<file path="src/design/kmc_pkg.sv">
// Shared types, constants and helpers for the k-means clustering block.
// No dependencies; imported by the top level, the divider and the testbench.
`timescale 1ns / 1ps
`default_nettype none

package kmc_pkg;

  localparam int MAX_POINTS   = 1024;
  localparam int PT_AW        = $clog2(MAX_POINTS);
  localparam int PT_CW        = PT_AW + 1;
  localparam int MAX_CLUSTERS = 16;
  localparam int CL_AW        = $clog2(MAX_CLUSTERS);
  localparam int MAX_RESTARTS = 16;
  localparam int RS_AW        = $clog2(MAX_RESTARTS);
  localparam int COORD_BITS   = 12;
  localparam int FRAC_BITS    = 8;
  localparam int SEED_DEPTH   = 256;
  localparam int SEED_AW      = $clog2(SEED_DEPTH);
  localparam int SEED_W       = 16;
  localparam int MEAN_W       = COORD_BITS + FRAC_BITS;
  localparam int SUM_W        = COORD_BITS + PT_AW;
  localparam int PROD_W       = 2 * MEAN_W;
  localparam int DIST_W       = PROD_W + 1;
  localparam int DSUM_W       = DIST_W + PT_AW;
  localparam int SCORE_W      = 48;
  localparam int THR_W        = 28;
  localparam int LBL_W        = 4;
  localparam int DATA_W       = 56;
  localparam int CFG_W        = 28;
  localparam int CFG_AW       = 2;

  // shared divider
  localparam int DIV_NW = DSUM_W;
  localparam int DIV_DW = PT_CW;
  localparam int DIV_CW = $clog2(DIV_NW + 1);

  // register indexes
  localparam logic [CFG_AW-1:0] CFG_CLUSTERS  = 2'd0;
  localparam logic [CFG_AW-1:0] CFG_RESTARTS  = 2'd1;
  localparam logic [CFG_AW-1:0] CFG_ITER_LIM  = 2'd2;
  localparam logic [CFG_AW-1:0] CFG_THRESHOLD = 2'd3;

  // register reset values
  localparam logic [4:0]       RST_CLUSTERS  = 5'd2;
  localparam logic [4:0]       RST_RESTARTS  = 5'd10;
  localparam logic [7:0]       RST_ITER_LIM  = 8'd100;
  localparam logic [THR_W-1:0] RST_THRESHOLD = 28'd94372;

  // item kinds
  localparam logic [1:0] MODE_POINT = 2'd0;
  localparam logic [1:0] MODE_SEED  = 2'd1;
  localparam logic [1:0] MODE_RUN   = 2'd2;
  localparam logic [1:0] MODE_READ  = 2'd3;

  typedef enum logic [4:0] {
    S_IDLE, S_READ, S_FIN, S_START,
    S_SEED_RD, S_SEED_DIV, S_SEED_PT, S_SEED_WR,
    S_ASN_INIT, S_ASN_RD, S_ASN_J0, S_ASN_J1, S_ASN_J2, S_ASN_NEXT, S_ASN_WR,
    S_UPD_A, S_UPD_X, S_UPD_Y, S_UPD_D, S_UPD_E, S_UPD_F, S_UPD_NEXT,
    S_SCORE_A, S_SCORE_B, S_DECIDE
  } state_t;

  typedef struct packed {
    logic              start;
    logic [DIV_NW-1:0] dividend;
    logic [DIV_DW-1:0] divisor;
  } div_req_t;

  typedef struct packed {
    logic              done;
    logic [DIV_NW-1:0] quotient;
    logic [DIV_DW-1:0] remainder;
  } div_rsp_t;

  function automatic logic [MEAN_W-1:0] absdiff(input logic [MEAN_W-1:0] a,
                                                input logic [MEAN_W-1:0] b);
    return (a > b) ? (a - b) : (b - a);
  endfunction

endpackage

`default_nettype wire

</file>
<file path="src/design/kmc_div.sv">
// Shared restoring divider: one quotient bit per cycle, quotient and remainder.
// Depends on kmc_pkg.
`timescale 1ns / 1ps
`default_nettype none

module kmc_div (
  input  logic             clk,
  input  logic             rst,
  input  kmc_pkg::div_req_t req,
  output kmc_pkg::div_rsp_t rsp
);
  import kmc_pkg::*;

  logic              busy;
  logic              done;
  logic [DIV_CW-1:0] cnt;
  logic [DIV_NW-1:0] quo;
  logic [DIV_DW-1:0] rem;
  logic [DIV_DW-1:0] dsor;
  logic [DIV_DW:0]   trial;
  logic              fit;

  // trial subtract of the next partial remainder
  assign trial = {rem, quo[DIV_NW-1]};
  assign fit   = trial >= {1'b0, dsor};

  // control
  always_ff @(posedge clk) begin
    if (rst) begin
      busy <= 1'b0;
      done <= 1'b0;
      cnt  <= '0;
    end else begin
      done <= 1'b0;
      if (req.start) begin
        busy <= 1'b1;
        cnt  <= DIV_CW'(DIV_NW);
      end else if (busy) begin
        cnt <= cnt - 1'b1;
        if (cnt == DIV_CW'(1)) begin
          busy <= 1'b0;
          done <= 1'b1;
        end
      end
    end
  end

  // datapath
  always_ff @(posedge clk) begin
    if (req.start) begin
      quo  <= req.dividend;
      rem  <= '0;
      dsor <= req.divisor;
    end else if (busy) begin
      quo <= {quo[DIV_NW-2:0], fit};
      rem <= fit ? DIV_DW'(trial - {1'b0, dsor}) : trial[DIV_DW-1:0];
    end
  end

  assign rsp.done      = done;
  assign rsp.quotient  = quo;
  assign rsp.remainder = rem;

endmodule

`default_nettype wire

</file>
<file path="config.mk">
export PLATFORM = sky130hd
export DESIGN_NAME = kmc_div
export DESIGN_NICKNAME = d
export VERILOG_FILES = /design/src/design/kmc_pkg.sv /design/src/design/kmc_div.sv
export SDC_FILE = /design/constraint.sdc
export NUM_CORES = 1
export LEC_CHECK = 0
export BUFFER_PORTS_ARGS = -buffer_cell sky130_fd_sc_hd__clkbuf_2
export CAP_MARGIN = 0
export CORE_MARGIN = 2
export CORE_UTILIZATION = 51
export DETAILED_ROUTE_END_ITERATION = 8
export PLACE_DENSITY = 0.81
export SKIP_CTS_REPAIR_TIMING = 1
export SYNTH_ARGS = -nofsm -noshare
export SYNTH_HDL_FRONTEND = slang
export SYNTH_SLANG_ARGS = --single-unit
export TNS_END_PERCENT = 100
</file>
<file path="constraint.sdc">
create_clock -name clk -period 2.9 [get_ports clk]
set_clock_uncertainty 0.05 [all_clocks]
set_input_delay 0.29 -clock clk [delete_from_list [all_inputs] [get_ports clk]]
set_output_delay 0.29 -clock clk [all_outputs]
set_load 0.05 [all_outputs]
</file>
; Word level (Yosys, flattened, before mapping)
; Index checks and enable logic that the tools add are counted.
[word_totals]
reg_bits = 81
latch_bits = 0
ram_bits = 0
romBits = 0
input_bits = 65
out_inout_bits = 63
wordCells = 24
mem_count = 0
[op_classes]
add_sub_neg = 2
n_mul = 0
div_mod_pow = 0
magnitude_cmp = 1
n_eq_ne = 1
n_shift = 0
n_mux = 9
bitwise = 1
n_reduce_logical = 3
[ops]
columns = cell, n
row1 = two-way mux 51 bit, 2
row2 = greater-or-equal comparator 12 x 11 -> 1 bit, 1
row3 = two-way mux 6 bit, 2
row4 = two-way mux 11 bit, 1
row5 = subtractor 11 bit, 1
row6 = equality test 6 x 1 -> 1 bit (second input constant), 1
row7 = subtractor 6 x 1 -> 6 bit (second input constant), 1
row8 = two-way mux 1 bit, 4
row9 = OR reduction 3 bit, 1
row10 = nonzero test 2 bit, 1
row11 = OR reduction 2 bit, 1
row12 = NOT 1 bit, 1

; Longest topological paths before layout
[depth]
depth_word = 4
ltp_mapped = 10
depth_no_buf = 9

; Worst setup path after synthesis
; No wires, ideal clock.
[synth_path]
path_type = reg2reg
start = register quo[50]
end = register rem[1]
setup_time_ns = 0.122
t_arrival_ns = 2.493
required_time_ns = 2.728
slack_ns = 0.235
path_stages_with_launch = 11
path_buffers = 1
period_less_slack_ns = 2.665
path_cell_list = edfxtp_1 -> inv_1 -> ha_1 -> fa_1 -> nor2b_1 -> o31a_1 -> o21ai_2 -> o21ai_2 -> buf_6 -> nor4_1 -> a311o_1
[synth_between]
elab_chain_len = 2
elab_cells_between_ends = 3
classes_between = add/sub (1) / order compare (1) / mux (1)
[synth_lines]
columns = item, line
row1 = start: declaration, kmc_div.sv:17  ; logic [DIV_NW-1:0] quo;
row2 = start signal: assignment, kmc_div.sv:51  ; quo <= req.dividend;
row3 = start signal: assignment, kmc_div.sv:55  ; quo <= {quo[DIV_NW-2:0], fit};
row4 = subtractor 11 bit or greater-or-equal comparator 12 x 11 -> 1 bit (tied branches), "kmc_div.sv:56, kmc_div.sv:25"
row5 = two-way mux 11 bit (*), kmc_div.sv:56  ; rem <= fit ? DIV_DW'(trial - {1'b0, dsor}) : trial[DIV_DW-1:0];
row6 = end signal: assignment, kmc_div.sv:56
row7 = end: declaration, kmc_div.sv:18  ; logic [DIV_DW-1:0] rem;
; Every way passes the cells marked *; elsewhere a longest branch is shown, timed or not.
; A chain may end at the register's enable or synchronous reset.

; Worst setup path in the final report
[layout_path]
start = register quo[50]
end = register rem[9]
; The elaborated chain is that of the path after synthesis.

==> flow_summary.toml <==
[place]
placed_cells = 516
portBuffers = 127
gp_congestion = 0.898
dp_hpwl_mm = 6.15

[worst_setup_path]
required_ns = 3.10
worstSetupEndpointType = "flop"
crit_type = "flop to flop"
start_kind = "flop"
arrival_ns = 2.72
r2r_cells = 10
path_max_fanout = 10

[synthesis]
synth_ff_type = "edfxtp_1"
ys_seq_area_share_pct = 57.3
synth_cell_type_count = 44
synth_warnings = 0
synth_edf_count = 62
avgSynthCellArea_sq_um = 13.0
synthCells = 300
synth-async-reset-ratio_pct = 0
yosys_register_bits = 81
netlist_area_sq_um = 3910
syn-num-nets = 379

[drt]
drc = 0
drt_wl_total_mm = 8.50
ant_nets = 0
wl_met3_um = 663
drt_pre_antenna_iters = 4
wl_met2_mm = 4.29
via_count = 2823
drt-initial-drc-count = 110
avgViaCountPerCell = 5.31
wl_met1_mm = 3.46
avgRoutedWirePerCell_um = 16.0
top_layer = "met4"

[sta]
final_hold_viol_count = 0
max_freq_ghz = 0.397
fin_crit_ns = 2.52
finalCritPeriodShare_pct = 86.8
fin_setup_tns_ns = 0
drv_slew = 0
slew_headroom_pct = 56.7
worst_pin_slew_ns = 0.650
setup_viol = 0
rsz0062_at_grt = "false"

[power]
leakagePower_uw = 0.00208
p_per_area_nw_per_um2 = 650
vdd_drop_max_uv = 540

[die]
dieArea_sq_um = 8390
initial_core_util_pct = 53.4
core-area_sq_um = 7330
io_pins = 128
core.rowCount = 31
die_h_um = 91.6
die_x_um = 91.6

[finish]
multi_input_area_sq_um = 1530
nets = 507
antennaDiodeCount = 0
mostFrequentLayoutCells = "126 x clkbuf_2, 62 x edfxtp_1, 51 x mux2_2, 26 x nor2_1"
nFillCells = 567
final_util_pct = 65.7
layout.cells.most_common = "clkbuf_2"
fin_cells = 532
drive_above_1_share_pct = 47.8
synthToLayoutAreaGrowth_pct = 23.1
area.sequential_sq_um = 2240

[clocking]
cts_sinks = 81
htree_levels = 3
insertion_delay_ns = 0.35
cts_root_buf = "clkbuf_8"
clk_pin_slew_ns = 0.09
cts_buffers = 9
clockBufferDepth = 2
cts_tree = "yes"

[outcome]
status = "finished clean"

[grt]
grt_pass1_wl_mm = 13.6
antenna_found_initial = 0
grt_start_max_net_pins = 52
gr-total-overflow = 0
grt_usage_pct = 20.9
grt_pass1_vias = 2809

[hold_path]
hold_depth = 1
hp-class = "primary input to flop"

[job]
maxCapViolCount = 0
==> where the power goes <==
part           switching, uW  internal (uW)
Combinational            606            291
Clock                    450            324
Sequential              74.3           1390
Total                   1130           2000
==> critical path, stage by stage, from the launching register on <==
cell and delay [ns]:
edfxtp_1 0.35, inv_1 0.06, ha_1 0.22, fa_1 0.41
nor2b_1 0.16, o31a_1 0.19, o21ai_2 0.13, o21ai_2 0.23
buf_4 0.24, o41ai_1 0.11, a311oi_1 0.27
==> worst paths after layout <==
kind	slack [ns]	startpoint	to
worst min-delay path	0.06	req[1]	dsor[1]
worst max-delay path	0.38	quo[50]	rem[9]
worst max register to register	0.38	quo[50]	rem[9]
worst min register to register	0.49	rem[4]	rem[4]
==> final cells by class <==
cell class                 instances  area share (%)
timing repair buffer             132            14.0
sequential                        81            46.5
clock buffer                      10            2.65
multi-input combinational        185            31.7
inverter                          19            1.48
tap                               99            2.57
clock inverter                     6            1.09
==> cells by family after synthesis <==
family / share of synthesized area, %
AOI/OAI and AO/OA: 7.58
xor gates and xnor gates: 2.24
adders and majority gates: 4.67
buffers and inverters: 3.74
DFF: 57.3
muxes: 16.9
and+or+nand+nor: 7.61
==> cells in the mapped netlist, drive strengths merged (2+ instances only) <==
| library cell | n | share of area [%] |
|---|---|---|
| clkbuf | 10 | 0.96 |
| nor3 | 4 | 0.51 |
| xnor2 | 8 | 1.8 |
| nand2b | 4 | 0.64 |
| ha | 13 | 4.2 |
| o211ai | 2 | 0.38 |
| nor2 | 26 | 2.5 |
| o21a | 2 | 0.38 |
| dfxtp | 19 | 9.7 |
| nor4b | 3 | 0.67 |
| o21ai | 12 | 1.7 |
| nor4 | 2 | 0.48 |
| edfxtp | 62 | 48 |
| a211oi | 8 | 1.7 |
| or3 | 2 | 0.32 |
| inv | 19 | 1.8 |
| nand3 | 5 | 0.77 |
| nor2b | 2 | 0.32 |
| buf | 5 | 0.96 |
| o31a | 2 | 0.45 |
| mux2i | 7 | 1.8 |
| a21oi | 7 | 0.90 |
| mux2 | 52 | 15 |
| a311oi | 2 | 0.45 |
| xor2 | 2 | 0.45 |
| nand2 | 9 | 0.86 |
| o22ai | 2 | 0.32 |
==> sequential cells by signal, summed over array words and instances (netlist names) <==
name / flops
quo: 51
dsor: 11
rem: 11
cnt: 6
busy: 1
done: 1
==> metal layers <==
| metal | track usage, % | up-vias |
|---|---|---|
| met5 | 0 | - |
| li1 | - | 1360 |
| met2 | 34.7 | 107 |
| met4 | 6.69 | 0 |
| met1 | 24.6 | 1348 |
| met3 | 8.46 | 8 |
==> per-stage QoR <==
stage / hold slack, ns / power, uW / instance area (sq um) / worst slack [ns]
3_5_place_dp: 0.419 / 2380 / 4640 / 0.410
4_1_cts: 0.0406 / 3150 / 4820 / 0.386
6_report: 0.0570 / 3130 / 4820 / 0.382
2_1_floorplan: 0.339 / 2170 / 3910 / 0.235
3_3_place_gp: 0.416 / 2360 / 4640 / 0.498
5_1_grt: 0.0373 / 3270 / 4820 / 0.215
(Power assumes the default switching activity.)
